## src/design/ppp_pkg.sv

```systemverilog
package ppp_pkg;

  localparam int FRAC_BITS = 16;
  localparam int SIZE_W    = 14;
  localparam int OFF_W     = 8;
  localparam int PRD_W     = 64 - FRAC_BITS;
  localparam int CLIP_W    = PRD_W + 2;
  localparam int NUM_W     = CLIP_W + 1;
  localparam int DEN_W     = CLIP_W + 1;
  localparam int DVD_W     = NUM_W + SIZE_W + FRAC_BITS;
  localparam int QBITS     = 31;
  localparam longint NEAR_Q = ((64'sd1 <<< FRAC_BITS) + 5) / 10;

  localparam logic       OP_LOAD    = 1'b0;
  localparam logic       OP_PROJECT = 1'b1;

  localparam logic [1:0] REG_VP_WIDTH  = 2'd0;
  localparam logic [1:0] REG_VP_HEIGHT = 2'd1;
  localparam logic [1:0] REG_Y_OFFSET  = 2'd2;

  typedef struct packed {
    logic               opcode;
    logic [3:0]         entry_index;
    logic signed [31:0] entry_value;
    logic signed [31:0] point_x;
    logic signed [31:0] point_y;
    logic signed [31:0] point_z;
  } in_item_t;

  typedef struct packed {
    logic signed [31:0] screen_x;
    logic signed [31:0] screen_y;
    logic               visible;
  } out_item_t;

endpackage

```

## src/design/ppp_div.sv

```systemverilog
module ppp_div
  import ppp_pkg::*;
(
  input  logic                     clk,
  input  logic                     rst_n,
  input  logic                     start,
  input  logic signed [NUM_W-1:0]  num,
  input  logic signed [CLIP_W-1:0] den,
  input  logic [SIZE_W-1:0]        size,
  output logic                     done,
  output logic signed [31:0]       quot
);

  localparam int CMP_W = DVD_W + DEN_W + QBITS;

  typedef enum logic [3:0] {
    D_IDLE = 4'b0001,
    D_CHK  = 4'b0010,
    D_ITER = 4'b0100,
    D_DONE = 4'b1000
  } dstate_t;

  dstate_t              st_r;
  logic [DVD_W-1:0]     dvd_r;
  logic [DEN_W-1:0]     d_r;
  logic [DEN_W-1:0]     rem_r;
  logic [QBITS-1:0]     low_r;
  logic [QBITS-1:0]     q_r;
  logic [4:0]           cnt_r;
  logic                 neg_r;
  logic                 ovf_r;

  logic [NUM_W-1:0]        mag_num;
  logic [CLIP_W-1:0]       mag_den;
  logic [NUM_W+SIZE_W-1:0] pm;
  logic [DEN_W:0]          r2;
  logic                    ge;
  logic                    ovf;

  assign mag_num = num[NUM_W-1] ? NUM_W'(-num) : NUM_W'(num);
  assign mag_den = den[CLIP_W-1] ? CLIP_W'(-den) : CLIP_W'(den);
  assign pm      = (NUM_W+SIZE_W)'(mag_num) * (NUM_W+SIZE_W)'(size);
  assign ovf     = CMP_W'(dvd_r) >= (CMP_W'(d_r) << QBITS);
  assign r2      = {rem_r, low_r[QBITS-1]};
  assign ge      = r2 >= {1'b0, d_r};

  always_ff @(posedge clk) begin
    if (!rst_n) begin
      st_r <= D_IDLE;
    end else if (start) begin
      st_r  <= D_CHK;
      neg_r <= num[NUM_W-1] ^ den[CLIP_W-1];
      dvd_r <= {pm, {FRAC_BITS{1'b0}}};
      d_r   <= {mag_den, 1'b0};
    end else begin
      unique case (st_r)
        D_IDLE: ;
        D_CHK: begin
          ovf_r <= ovf;
          rem_r <= DEN_W'(dvd_r >> QBITS);
          low_r <= dvd_r[QBITS-1:0];
          q_r   <= '0;
          cnt_r <= 5'(QBITS - 1);
          st_r  <= ovf ? D_DONE : D_ITER;
        end
        D_ITER: begin
          rem_r <= ge ? DEN_W'(r2 - {1'b0, d_r}) : DEN_W'(r2);
          low_r <= {low_r[QBITS-2:0], 1'b0};
          q_r   <= {q_r[QBITS-2:0], ge};
          cnt_r <= cnt_r - 5'd1;
          if (cnt_r == 5'd0) begin
            st_r <= D_DONE;
          end
        end
        D_DONE: st_r <= D_IDLE;
        default: st_r <= D_IDLE;
      endcase
    end
  end

  assign done = (st_r == D_DONE);

  always_comb begin
    priority if (ovf_r) begin
      quot = neg_r ? 32'sh8000_0000 : 32'sh7FFF_FFFF;
    end else if (neg_r) begin
      quot = -$signed({1'b0, q_r});
    end else begin
      quot = $signed({1'b0, q_r});
    end
  end

endmodule

```

## config.mk

```make
export PLATFORM = sky130hd
export DESIGN_NAME = ppp_div
export DESIGN_NICKNAME = d
export VERILOG_FILES = /design/src/design/ppp_pkg.sv /design/src/design/ppp_div.sv
export SDC_FILE = /design/constraint.sdc
export NUM_CORES = 2
export LEC_CHECK = 0
export ABC_CLOCK_PERIOD_IN_PS = 12300
export BUFFER_PORTS_ARGS = -buffer_cell sky130_fd_sc_hd__buf_4
export CAP_MARGIN = 20
export CORE_MARGIN = 2
export CORE_UTILIZATION = 65
export DETAILED_ROUTE_END_ITERATION = 16
export HOLD_SLACK_MARGIN = 0.08
export PLACE_DENSITY = 0.83
export SYNTH_ARGS = -nofsm -noshare
export SYNTH_HDL_FRONTEND = slang
export SYNTH_SLANG_ARGS = --single-unit
export TNS_END_PERCENT = 100
```

## constraint.sdc

```tcl
create_clock -name clk -period 12.3 [get_ports clk]
set_input_delay 2.46 -clock clk [delete_from_list [all_inputs] [get_ports clk]]
set_output_delay 2.46 -clock clk [all_outputs]
set_load 0.05 [all_outputs]
```

Yosys cells after proc, flatten, opt, wreduce, memory -nomap -nowiden

Index checks and enable logic that the tools add are counted.

$add $sub $neg: 5
Multipliers: 1
Divide/modulo/power cells: 0
Order comparisons: 2
Equality and inequality tests: 7
Shift operators: 0
Mux-type cells: 14
Bitwise logic cells: 4
Reduce and logical (&&, ||, !) cells: 8

Operators by type and width:

| cell                                                | number |
|---|---|
| case mux 31 bit (2 select lines)                    | 2 |
| two-way mux 51 bit                                  | 2 |
| case mux 51 bit (2 select lines)                    | 1 |
| two-way mux 32 bit                                  | 3 |
| greater-or-equal comparator 81 x 82 -> 1 bit        | 1 |
| multiplier 51 x 14 -> 65 bit                        | 1 |
| greater-or-equal comparator 52 x 51 -> 1 bit        | 1 |
| negator 51 bit                                      | 1 |
| subtractor 51 bit                                   | 1 |
| negator 50 bit                                      | 1 |
| two-way mux 49 bit                                  | 1 |
| negator 31 -> 32 bit                                | 1 |
| case mux 4 bit (3 select lines)                     | 1 |
| case mux 5 bit (2 select lines)                     | 1 |
| two-way mux 4 bit                                   | 2 |
| AND reduction 2 bit                                 | 3 |
| AND reduction 3 bit                                 | 2 |
| logical NOT 5 bit                                   | 1 |
| subtractor 5 x 1 -> 5 bit, second input constant    | 1 |
| equality test 4 x 1 -> 1 bit, second input constant | 1 |
| equality test 4 x 2 -> 1 bit, second input constant | 1 |
| equality test 4 x 3 -> 1 bit, second input constant | 1 |
| equality test 4 bit, second input constant          | 1 |
| != test 2 bit, second input constant                | 2 |
| 6 further kinds                                     | 8 |

Register bits: 239
Latch bits: 0
RAM bits: 0
Bits in read-only memories: 0
Input bits: 118
Output and inout port bits: 33
Logic and storage cells: 52
Memories: 0

Longest topological paths before layout

Depth in word-level cells: 4
Gate-level depth with buffers: 35
Gate-level depth less buffers: 32

Worst setup path before layout

No wires, ideal clock.

Path type: input port to flip-flop
Start: input port num[2]
End: register dvd_r[78], data pin
Library setup time: 0.260 ns
Arrival: 10.666 ns
Data required time: 12.040 ns
Setup slack: 1.375 ns
Stages on the path: 30
Path buffers: 2
Path through: nor3_1 nand3_1 or2_2 or3_1 or4_1 clkbuf_1 or3_1 or4_4 o21ai_0 xnor2_1 clkbuf_1 and2_1 fa_1 inv_1 fa_1 inv_1 fa_1 fa_1 fa_1 inv_1 fa_1 inv_1 ha_1 and2_1 a311oi_1 o21ai_0 a311oi_1 o221ai_1 o221ai_1 xnor2_1

Cells in the longest elaborated chain, start to end: 3

RTL lines:

| item                           | line          | source |
|---|---|---|
| start, declared                | ppp_div.sv:7  | `input logic signed [NUM_W-1:0] num,` |
| negator 51 bit                 | ppp_div.sv:40 | `assign mag_num = num[NUM_W-1] ? NUM_W'(-num) : NUM_W'(num);` |
| two-way mux 51 bit *           | ppp_div.sv:40 |  |
| multiplier 51 x 14 -> 65 bit * | ppp_div.sv:42 | `assign pm = (NUM_W+SIZE_W)'(mag_num) * (NUM_W+SIZE_W)'(size);` |
| net pm[62]                     | ppp_div.sv:35 | `logic [NUM_W+SIZE_W-1:0] pm;` |
| end signal, assigned           | ppp_div.sv:53 | `dvd_r <= {pm, {FRAC_BITS{1'b0}}};` |
| end, declared                  | ppp_div.sv:24 | `logic [DVD_W-1:0] dvd_r;` |

Mark *: on every way through the listed nets, which the timed path passes. The rest lies on a longest branch.
A chain may end at the register's enable or synchronous reset.

Final worst setup path

Ends and elaborated chain as after synthesis.

==> flow_summary.yaml <==
sta:
  fin_skew_ns: 0.02046
  min_period_over_period_pct: 93.79
  rsz0062_at_grt: "false"
  slew_viol_final: 0
  hold_viol: 0
  worst_pin_slew_ns: 1.183
  layout_min_cycle_time_ns: 11.54
  max_freq_mhz: 86.69
  setup_viol: 0
  setup_tns_ns: 0
  maxSlewHeadroom_pct: 20.55
setup_path:
  worstPathArrival_ns: 11.80
  endpoint: "dvd_r[78]"
  max_stage_delay_ns: 0.75
  worstSetupPathType: "primary input to flop"
  crit_path_start_kind: "primary input"
  r2r_start: "d_r[2]"
  crit_path_start: "num[2]"
  crit_path_end_kind: "flop"
  reg2reg_depth: 13
  cp_slowest_cell: "or4_1"
  crit_path_max_fanout: 10
  timing.critical_path.mode_cell: "fa_1"
  cp.required_ns: 12.56
  rrSetupSlack_ns: 8.02
  rr_endpoint: "rem_r[49]"
flow_run:
  cap_violations: 0
clocking:
  postCtsSetupRepairBufs: 0
  ctsHoldBuffers: 0
  clkTransAtPathRegs_ns: 0.07
  ctsLongestPathBuffers: 3
  htree_levels: 1
  clock_latency_ns: 0.52
  cts_resized: 0
  cts_tree: "yes"
  cts.sink_count: 223
  root_buffer: "clkbuf_16"
  cts_buffers: 21
detailed_routing:
  wl_per_cell_um: 19.14
  detail-route-antenna-nets: 0
  first_pass_iters: 8
  routed-via-count: 29260
  vias_per_cell: 5.971
  route.detailed.drc: 0
  finalWirelength_um: 93790
  drt_iter0_markers: 2499
yosys:
  ys_async_sr_fraction_pct: 0
  synth_top_area_share_pct: 31.39
  synthTopCellsByArea: "fa_1, edfxtp_1, ha_1, inv_1, nand2_1"
  synth_area_um2: 37380
  synth_enable_flop_cells: 219
  synth_cells: 4128
  syn_nets: 5064
  synth_warnings: 0
  synth_cell_type_count: 73
  yosysSeqAreaShare_pct: 17.81
  synth.avg_cell_area_um2: 9.055
  synth_ff_type: "edfxtp_1"
  synth_area_leader_cell: "fa_1"
  synth.ff_latch_count: 223
final_layout:
  fillers: 4356
  syn2layout_area_growth_pct: 6.538
  final_common_cell: "inv_1"
  drive_above_1_share_pct: 6.852
  antennaDiodeCount: 0
  final_nets: 5067
  layout_common_cells: "inv_1, nand2_1, fa_1"
floorplan:
  initial_core_util_pct: 66.03
  fp.dieH_um: 243.8
  dieArea_um2: 59440
  dieWidth_um: 243.8
  rows: 87
  core_area_um2: 56600
  ios: 151
outcome:
  status: "complete, no violations"
global_route:
  grt_antenna_before_repair: 1
  grt_max_degree: 110
  grt_pass1_vias: 30590
  grt-ovfl-total: 0
  grt_pass1_wl_um: 156500
  grt_util_all_layers_pct: 32.67
place:
  routabilityCongestion: 0.9618
  portBuffers: 150
  dpl.hpwl_um: 71720
min_path:
  worstHoldPathType: "flop to flop"
state kept, by name (all words and copies together) (netlist names):
signal,flops
dvd_r,65
q_r,31
low_r,15
ovf_r,1
cnt_r,5
d_r,50
st_r,4
neg_r,1
rem_r,51
routing by layer:
metal / share of wire, % / global-route usage (%) / vias up
met5: 0.015 / 0 / -
met1: 41 / 44.65 / 14440
met4: 3.2 / 9.828 / 2
met3: 9.5 / 6.477 / 224
met2: 47 / 53.07 / 1340
li1: - / - / 13260
worst min path at each step:
| stage | from | to | slack, ns | cells past startpoint |
|---|---|---|---|---|
| 2_1_floorplan | low_r[16] | low_r[17] | 0.48 | 2 |
| 4_1_cts | low_r[16] | low_r[17] | 0.51 | 2 |
| 3_3_place_gp | low_r[16] | low_r[17] | 0.49 | 2 |
| 5_1_grt | low_r[16] | low_r[17] | 0.55 | 2 |
| 6_report | low_r[18] | low_r[19] | 0.51 | 2 |
| 3_5_place_dp | low_r[29] | low_r[30] | 0.50 | 2 |
cells by family after synthesis:
group | share of synthesized area [%]
DFF | 17.81
xor gates and xnor gates | 4.851
and+or+nand+nor | 17.72
adders and majority gates | 39.15
buffers and inverters | 8.730
muxes | 1.242
AOI/OAI and AO/OA | 10.50
cell usage after synthesis, types with 15 or more instances:
library cell	count
or4_1	23
clkbuf_1	208
nand2b_1	15
a21o_1	90
o22ai_1	18
nor3_1	24
o21bai_1	22
nor4_1	17
o31ai_1	37
o21ai_0	159
edfxtp_1	219
fa_1	586
nand4_1	42
a21oi_1	169
ha_1	232
nor2b_1	26
nor2_1	113
xor2_1	44
or3_1	26
o21a_1	16
and2_1	343
nand3_1	30
mux2i_1	43
nand2_1	625
a31oi_1	20
xnor2_1	163
o41ai_1	17
inv_1	646
per-stage QoR:
| step | util (%) | area [um2] | hold slack [ns] | std cells | setup slack [ns] |
|---|---|---|---|---|---|
| 6_report | 70.35 | 39820 | 0.5128 | 4901 | 0.7640 |
| 3_3_place_gp | 69.07 | 39090 | 0.4894 | 4860 | 0.5651 |
| 5_1_grt | 70.35 | 39820 | 0.5462 | 4901 | 0.1677 |
| 3_5_place_dp | 69.08 | 39100 | 0.4971 | 4861 | 0.2867 |
| 2_1_floorplan | - | 37380 | 0.4836 | 4128 | 1.375 |
| 4_1_cts | 70.31 | 39800 | 0.5139 | 4898 | 0.8052 |
cell type report:
cell class | instances | area [um2] | area share (%)
inverters | 646 | 2425 | 6.089
well taps | 756 | 945.9 | 2.375
multi-input cells | 3037 | 27580 | 69.26
flip-flops and latches | 223 | 6656 | 16.72
clock buffers | 22 | 529.3 | 1.329
clock inverters | 15 | 167.7 | 0.4210
repair buffers | 202 | 1516 | 3.808
worst max-delay path, delay by kind of cell:
| family | cells | cell delay (ns) |
|---|---|---|
| buffers and inverters | 7 | 0.66 |
| and+or+nand+nor | 9 | 3.16 |
| adders and majority gates | 7 | 3.45 |
| xor gates and xnor gates | 2 | 0.35 |
| AOI/OAI and AO/OA | 6 | 1.71 |
Power is not shown: default switching activity piles up to over one toggle a cycle in this logic, so the estimate is an artifact.
