==> config.mk <==
export PLATFORM = sky130hd
export DESIGN_NAME = ppp_mat_ram
export DESIGN_NICKNAME = d
export VERILOG_FILES = /design/src/design/ppp_pkg.sv /design/src/design/ppp_mat_ram.sv
export SDC_FILE = /design/constraint.sdc
export NUM_CORES = 1
export LEC_CHECK = 0
export ABC_AREA = 0
export BUFFER_PORTS_ARGS = -buffer_cell sky130_fd_sc_hd__buf_4
export CAP_MARGIN = 40
export CORE_ASPECT_RATIO = 0.6
export CORE_MARGIN = 1.5
export CORE_UTILIZATION = 63
export DETAILED_ROUTE_END_ITERATION = 7
export HOLD_SLACK_MARGIN = 0.02
export PLACE_DENSITY = 0.81
export SYNTH_ARGS = -nofsm -noshare
export SYNTH_HDL_FRONTEND = slang
export SYNTH_SLANG_ARGS = --single-unit
==> constraint.sdc <==
create_clock -name clk -period 5.4 [get_ports clk]
set_input_delay 0.27 -clock clk [delete_from_list [all_inputs] [get_ports clk]]
set_output_delay 0.27 -clock clk [all_outputs]
set_load 0.03 [all_outputs]
==> src/design/ppp_pkg.sv <==
package ppp_pkg;

  localparam int FRAC_BITS = 16;
  localparam int SIZE_W    = 14;
  localparam int OFF_W     = 8;
  localparam int PRD_W     = 64 - FRAC_BITS;
  localparam int CLIP_W    = PRD_W + 2;
  localparam int NUM_W     = CLIP_W + 1;
  localparam int DEN_W     = CLIP_W + 1;
  localparam int DVD_W     = NUM_W + SIZE_W + FRAC_BITS;
  localparam int QBITS     = 31;
  localparam longint NEAR_Q = ((64'sd1 <<< FRAC_BITS) + 5) / 10;

  localparam logic       OP_LOAD    = 1'b0;
  localparam logic       OP_PROJECT = 1'b1;

  localparam logic [1:0] REG_VP_WIDTH  = 2'd0;
  localparam logic [1:0] REG_VP_HEIGHT = 2'd1;
  localparam logic [1:0] REG_Y_OFFSET  = 2'd2;

  typedef struct packed {
    logic               opcode;
    logic [3:0]         entry_index;
    logic signed [31:0] entry_value;
    logic signed [31:0] point_x;
    logic signed [31:0] point_y;
    logic signed [31:0] point_z;
  } in_item_t;

  typedef struct packed {
    logic signed [31:0] screen_x;
    logic signed [31:0] screen_y;
    logic               visible;
  } out_item_t;

endpackage

==> src/design/ppp_mat_ram.sv <==
module ppp_mat_ram
  import ppp_pkg::*;
(
  input  logic        clk,
  input  logic        rst_n,
  input  logic        wr_en,
  input  logic [3:0]  wr_addr,
  input  logic [31:0] wr_data,
  input  logic [3:0]  rd_addr,
  output logic [31:0] rd_data
);

  logic [31:0] mem [16];
  logic [15:0] vld_r;
  logic [31:0] dat_r;
  logic        hit_r;

  always_ff @(posedge clk) begin
    if (wr_en) begin
      mem[wr_addr] <= wr_data;
    end
    dat_r <= mem[rd_addr];
  end

  always_ff @(posedge clk) begin
    if (!rst_n) begin
      vld_r <= '0;
      hit_r <= 1'b0;
    end else begin
      if (wr_en) begin
        vld_r[wr_addr] <= 1'b1;
      end
      hit_r <= vld_r[rd_addr];
    end
  end

  assign rd_data = hit_r ? dat_r : '0;

endmodule

# ---- Word level (Yosys, flattened, before mapping)
# Memory sizes are Yosys's and may differ from the RTL's. A register that Yosys moved wholly into a read port is not among the register bits.
# Cells that the tools add are included.
dict set report totals {
  reg_bits 17
  ram_bits 512
  out_inout_bits 32
  mem_count 1
}
# memory depth width read_ports rd_ports_with_merged_regs wr line
set memory_table {}
lappend memory_table {mem 16 32 1 1 1 ppp_mat_ram.sv:13} ;# logic [31:0] mem [16];
dict set report classes {
  n_lt_le_gt_ge 3
  muxes 7
  bitwise 1
  n_reduce_logical 1
}
# operator n
set ops {}
lappend ops {{two-way mux 32 bit} 1}
lappend ops {{bitwise OR 16 bit} 1}
lappend ops {{less-than comparator 4 x 5 -> 1 bit, second input constant} 2}
lappend ops {{binary-select mux 1 bit (select 4 bit)} 1}
lappend ops {{demux 1 bit (select 4 bit)} 1}
lappend ops {{greater-or-equal comparator 4 x 1 -> 1 bit, second input constant} 1}
lappend ops {{two-way mux 1 bit} 4}
lappend ops {{logical AND 1 bit} 1}

# ---- Depth between registers and ports, before layout
# Gate-level depths: netlist of the first run.
dict set report depth {
  depth_word 5
  depth_mapped 7
}

# ---- Worst setup path before layout of the first run
# No wires, ideal clock.
dict set report synth_timing {
  kind {input to register}
  from {in wr_addr[2]}
  to {mem mem[0][0], enable pin}
  setup_time_ns 0.464
  t_arrival_ns 3.039
  slack_ns 1.897
  stages 2
  path_buffers 0
  path_cell_list {or3b_2 -> nor3_1}
}
# element line
set synth_lines {}
lappend synth_lines {{start, declared} ppp_mat_ram.sv:7} ;# input logic [3:0] wr_addr,
lappend synth_lines {{end, declared} ppp_mat_ram.sv:13}
# No word-level cell before the write port.

==> impl_results.md, run 1 <==
* HPWL after DPL at between 15000 and 20000 um
* Status: finished clean
* Setup TNS at 0 ns
* Worst Path Buf+Inv at 2
* Most common cell in the netlist: edfxtp_1
* Mapped Cells at 927
* Post-synth ARST share at 0%
* Sequential power share at ~56%
* Logic pwr share at 5.3%
* Cell taking the most area after synthesis: edfxtp_1
* Synth Warn # at 0
* DRT antenna net count at 0
* Dpl cells at 1401
* Max incr delay on CP at 0.60 ns
* Drt first pass iters at 6
* Vias in the first global route at 10096
* Core area at about 32000 um2
* CP cell instances: clkbuf_8 > buf_4 > mux4_2 > a22oi_1 > nand2_1
* First-pass GRT wire length at about 64000 um
* Clk root buf: clkbuf_16
* Bufs on Longest Clock Path at 3
* Cts hold-fix bufs at 33
* Clock buffer count from CTS at 47
* H-tree lvl count at 2
* # DRC at 0
* Routability congestion estimate at 0.7110
* Post-Syn Area at 20700 um2
* Placed cell area at around 22000 um2
* PwrDens at approximately 370 nW/um2
* Mux contribution to synthesized area at 14.34%
* Drt total wl at 43270 um
* Synth Area in Simple Gates at 2.352%
* Routed vias/inst at 6.482
* Initial antenna violation count at 0
* Final non-filler cell total at 1518
* Fin Hold WS at ~0.044 ns
* Total track usage at 26.68%
* Clock Skew at 0.009819 ns
* CTS tree: done
* Critical path arrival at 2.43 ns
* End-of-flow core utilization at 73.29%
* Unrepaired setup endpoints after global routing: false
* XOR/XNOR share of the synthesized area at 0%
* Routed wire length per instance at around 29 um
* Clk slew on worst S/H paths at 0.06 ns
* Dominant delay contributor by cell family on the critical path: buffers and inverters
* Syn_nets at 970
* Die H at 143.4 um
* Distinct cells, synth at 21
* Clock power share at 38.4%
* Largest net degree at the start of global routing at 67
* Primary FF master, synth: edfxtp_1
* Slew at the pin closest to its max-slew limit at 0.8079 ns
* Max-Cap Viols at 0
* Switching portion of total power at 20.44%
* Most frequent cells after synthesis: 512 x edfxtp_1, 130 x mux4_2, 64 x a22oi_1
* Drt initial violations at 1151
* Initial core utilization at a little under two thirds
* Switching pwr at 1.772 mW
* Post-synth EDFFs at around 510
* Crit path launch type: input port
* CP max stage cell: clkbuf_8
* Internal Pwr Total at between 6 and 7 mW
* Diode count at 0
* Worst skew pair latency at 0.56 ns
* Final Slew Violations at 0
* Seq/Total Area, Yosys at roughly four fifths
* Synth-to-Final Area Change at 14.56%
* Rel. slew slack at 46.14%
* Critical path class: input port to register
* Endpoints failing setup at 0
* Total power at 8.670 mW
* Achievable Freq at about 500 MHz
* Ratio of cells with drive above 1 in the final layout at 29.16%
* Main combinational cell family by area after synthesis: multiplexers
* Die area at about 34000 um2
* VDD IR max at about 0.27 mV
* Post-CTS setup buffers at 0
* Setup crit end kind: register
* Filler cells at 1793
* Final min period at 1.991 ns
* Hold WC Path Type: input port to register
* Part of the cycle the worst path needs at 36.86%
* Pleak at 7.750 nW
* Synthesized flop and latch total at 561
* Nets at 1102
* Critical Path RT at about 6 ns
* FP Rows at 51
* Post-CTS Resized at 0
* Finished layout cell area at 23710 um2
* Syn avg cell area at 22.33 um2
* DR vias at around 9800
* Clock sink total at around 560
* Pre-CTS setup slack at about 2.8 ns
* IO buf count at 74
* I/O pin count at 75
* Final Hold Fails at 0
* Synth top area cells: edfxtp_1 74%, mux4_2 14%, dfxtp_1 4.7%
* CP max FO at 66
* Setup ws final at 3.409 ns
* Adder-Cell Fraction of Synth Area at 0%
* Chip width at 237.0 um
* Total congestion overflow at 0
* Fraction of synthesized cell area taken by the top area cell type at between 70% and 80%
* Synth Area in Compound Gates at 3.004%
==> cells by family after synthesis <==
kind of cell    after synthesis
flops                       561
mux                         134
simple gates                 98
compound gates               83
buf+inv                      51
==> state kept, by name, summed over array words and instances (netlist names) <==
register	flops
vld_r	16
hit_r	1
dat_r	32
mem	512
==> power groups by stage <==
stage / registers (mW) / logic [mW] / clock network [mW]
global route: 4.88 / 0.496 / 3.53
detailed placement: 4.97 / 0.439 / 0
floorplan: 4.96 / 0.270 / 0
finish: 4.88 / 0.460 / 3.33
global placement: 4.96 / 0.425 / 0
CTS: 4.88 / 0.464 / 3.38
==> worst reg2reg max path: cells and delay by family, from the launching register on <==
family          cells  cell delay (ns)
compound gates      1             0.29
flops               1             0.40
mux                 1             0.48
simple gates        1             0.11
==> placed cells by master (no fill, tap or decap), types with 16 or more instances in the layout <==
master / Yosys / final
mux4_2: 130 / 130
nand2_1: 36 / 36
o21a_1: 16 / 16
dfxtp_1: 49 / 49
buf_4: 0 / 98
edfxtp_1: 512 / 512
dlygate4sd3_1: 0 / 33
and2_1: 33 / 32
a22oi_1: 64 / 64
clkbuf_16: 0 / 49
==> path summary, 6_finish.rpt <==
check	slack (ns)	end	from	cells past startpoint
setup reg to reg	4.00	dat_r[3]	mem[14][3]	3
hold / removal	0.04	vld_r[14]	rst_n	2
hold reg to reg	0.47	vld_r[10]	vld_r[10]	1
setup / recovery	3.41	dat_r[31]	rd_addr[0]	5
==> routing by layer <==
metal / wire length (um) / global-route usage [%] / vias up
met5: 0 / 0 / -
met4: 774 / 7.051 / 0
met3: 3561 / 4.437 / 65
met2: 21970 / 44.89 / 489
met1: 16970 / 37.36 / 5170
li1: - / - / 4115
==> area by class of cell <==
cell class / count / area (um2) / area share, %
repair buffers: 134 / 1120 / 4.723
flip-flops and latches: 561 / 16360 / 68.98
clock inverters: 22 / 178.9 / 0.7546
clock buffers: 62 / 1315 / 5.546
well taps: 424 / 530.5 / 2.237
multi-input cells: 315 / 4210 / 17.76
Note: power is estimated with default switching activity, not from simulation.
==> run 2, diff against run 1 <==
--- a/config.mk
+++ b/config.mk
@@ -10,10 +10,10 @@
 export CAP_MARGIN = 40
 export CORE_ASPECT_RATIO = 0.6
 export CORE_MARGIN = 1.5
-export CORE_UTILIZATION = 63
+export CORE_UTILIZATION = 61
 export DETAILED_ROUTE_END_ITERATION = 7
 export HOLD_SLACK_MARGIN = 0.02
-export PLACE_DENSITY = 0.81
+export PLACE_DENSITY = 0.79
 export SYNTH_ARGS = -nofsm -noshare
 export SYNTH_HDL_FRONTEND = slang
 export SYNTH_SLANG_ARGS = --single-unit
==> constraint.sdc (replaced) <==
create_clock -name clk -period 2.05 [get_ports clk]
set_input_delay 0.1025 -clock clk [delete_from_list [all_inputs] [get_ports clk]]
set_output_delay 0.1025 -clock clk [all_outputs]
set_load 0.03 [all_outputs]
==> impl_results.md, run 2 (synthesis gave the netlist of run 1 again) <==
* Largest net degree at the start of global routing at 42 (was 67)
* FP Rows at 52 (was 51)
* Setup ws final at 0.1679 ns (was 3.409 ns)
* Rel. slew slack at 67.89% (was 46.14%)
* Synth-to-Final Area Change at 17.21% (was 14.56%)
* HPWL after DPL at 21970 um (was 19990 um)
* # DRC at 0 (unchanged)
* Final Slew Violations at 0 (unchanged)
* Critical path class: register to output pin (was input port to register)
* Worst skew pair latency at 0.57 ns (was 0.56 ns)
* Clock Skew at 0.02082 ns (was 0.009819 ns)
* Top reg by flops: mem (unchanged)
* Core area at 33570 um2 (was 32350 um2)
* Fin Hold WS at 0.1272 ns (was 0.04437 ns)
* Clock buffer count from CTS at 46 (was 47)
* Initial antenna violation count at 1 (was 0)
* Ratio of cells with drive above 1 in the final layout at 29.35% (was 29.16%)
* Max-Cap Viols at 0 (unchanged)
* CTS tree: done (unchanged)
* Endpoints failing setup at 0 (unchanged)
* Critical path arrival at 1.78 ns (was 2.43 ns)
* Total congestion overflow at 0 (unchanged)
* Pleak at 7.912 nW (was 7.750 nW)
* Clock sink total at 561 (unchanged)
* Unrepaired setup endpoints after global routing: false (unchanged)
* Die H at 145.7 um (was 143.4 um)
* Switching pwr at 4.725 mW (was 1.772 mW)
* Diode count at 0 (unchanged)
* Clk root buf: clkbuf_16 (unchanged)
* Hold Path Depth at 4 (was 2)
* First-pass GRT wire length at 67960 um (was 64450 um)
* Status: finished clean (unchanged)
* Routability congestion estimate at 0.7352 (was 0.7110)
* Drt total wl at 46500 um (was 43270 um)
* Final Hold Fails at 0 (unchanged)
* Switching portion of total power at 20.37% (was 20.44%)
* Part of the cycle the worst path needs at 91.81%
* CP max FO at 32 (was 66)
* Crit path launch type: register (was input port)
* Pre-CTS setup slack at 0.3813 ns (was 2.776 ns)
* Logic pwr share at 5.7% (was 5.3%)
* Vias in the first global route at 10362 (was 10096)
* Most common cell after layout, fill and taps aside: edfxtp_1 (unchanged)
* Setup TNS at 0 ns (unchanged)
* PwrDens at 956.0 nW/um2 (was 365.7 nW/um2)
* DRT antenna net count at 0 (unchanged)
* Drt first pass iters at 5 (was 6)
* I/O pin count at 75 (unchanged)
* Clock power share at 39.0% (was 38.4%)
* R2r setup slk at 0.28 ns (was 4.00 ns)
* Total power at 23.19 mW (was 8.670 mW)
* Chip width at 240.8 um (was 237.0 um)
* Final min period at 1.882 ns
* DR vias at 10120 (was 9839)
* Slew at the pin closest to its max-slew limit at 0.4817 ns (was 0.8079 ns)
* Bufs on Longest Clock Path at 3 (unchanged)
* Reg2Reg Depth at 4 (was 3)
* Routed vias/inst at 6.475 (was 6.482)
* Routed wire length per instance at 29.75 um (was 28.51 um)
* Internal Pwr Total at 18.47 mW (was 6.898 mW)
* VDD IR max at 0.6614 mV (was 0.2678 mV)
* Initial core utilization at 61.65% (was 63.97%)
* Max reg flops at 512 (unchanged)
* Clk slew on worst S/H paths at 0.07 ns (was 0.06 ns)
* H-tree lvl count at 2 (unchanged)
* Drt initial violations at 1310 (was 1151)
* Hold WC Path Type: input port to register (unchanged)
* Post-CTS Resized at 0 (unchanged)
* Die area at 35080 um2 (was 33990 um2)
* Achievable Freq at between 500 and 600 MHz
* Largest regs: mem: 512 flops, dat_r: 32 flops, vld_r: 16 flops (unchanged)
* Setup crit end kind: output pin (was register)
* Sequential power share at 55.4% (was 56.3%)
* Total track usage at 27.51% (was 26.68%)
* IO buf count at 74 (unchanged)
* Nets at 1110 (was 1102)
* Critical Path RT at 1.95 ns (was 5.84 ns)
* Most frequent cells in the layout: 512 x edfxtp_1, 130 x mux4_2, 76 x buf_4 (was 512 x edfxtp_1, 130 x mux4_2, 98 x buf_4)
==> run 2: cell types whose count changed in the layout (fill, tap and decap cells not counted), moves of 3 or more <==
| cell | delta |
|---|---|
| buf_12 | +28 |
| buf_4 | -22 |
| clkinv_2 | -4 |
| nor3_2 | -4 |
| nor3_4 | +4 |
| dlygate4sd3_1 | +3 |
==> run 2: worst paths after layout <==
check,startpoint,end
hold / removal,rd_addr[0],dat_r[12]
hold reg to reg,vld_r[15],vld_r[15]
setup reg to reg,vld_r[5],hit_r
setup / recovery,hit_r,rd_data[15]
==> run 2: timing repair <==
item / in CTS / in global routing
buffers inserted: 0 / 0
endpoints found under the setup margin: 0 / 0
endpoints found under the hold margin: 529 / 0
hold buffers: 36 / 0
==> run 2: critical path: stages, from the launching register on <==
cell and delay [ns]:
dfxtp_1 0.31, buf_4 0.41, and2_1 0.28, buf_4 0.19
==> run 2: area by class of cell <==
type,count,area (um2)
Sequential cell,561,16360
Fill cell,1895,9313
Multi-Input combinational cell,315,4235
Timing Repair Buffer,143,1545
Clock buffer,62,1315
Tap cell,459,574.3
Clock inverter,23,234.0
==> run 2: routing by layer <==
layer / share of wire (%) / track usage [%] / wire [um] / up-vias
met5: 0.015 / 0 / 7 / -
met4: 2.2 / 7.625 / 1018 / 2
met3: 9.8 / 5.311 / 4562 / 93
met2: 50 / 45.19 / 23470 / 606
met1: 38 / 38.57 / 17440 / 5253
li1: - / - / - / 4166
==> run 2: power by group through the flow <==
stage	registers, mW	clock network, mW	logic, mW
floorplan	13.1	0	0.715
global placement	13.1	0	1.20
detailed placement	13.1	0	1.24
CTS	12.9	9.14	1.32
global route	12.9	9.57	1.39
finish	12.8	9.04	1.31
==> run 2: stage by stage <==
| step | cell area, um2 | instances | util [%] |
|---|---|---|---|
| floorplan | 20750 | 927 | - |
| global placement | 22350 | 1442 | 66.57 |
| detailed placement | 22350 | 1442 | 66.57 |
| CTS | 24260 | 1563 | 72.26 |
| global route | 24260 | 1563 | 72.26 |
| finish | 24260 | 1563 | 72.26 |
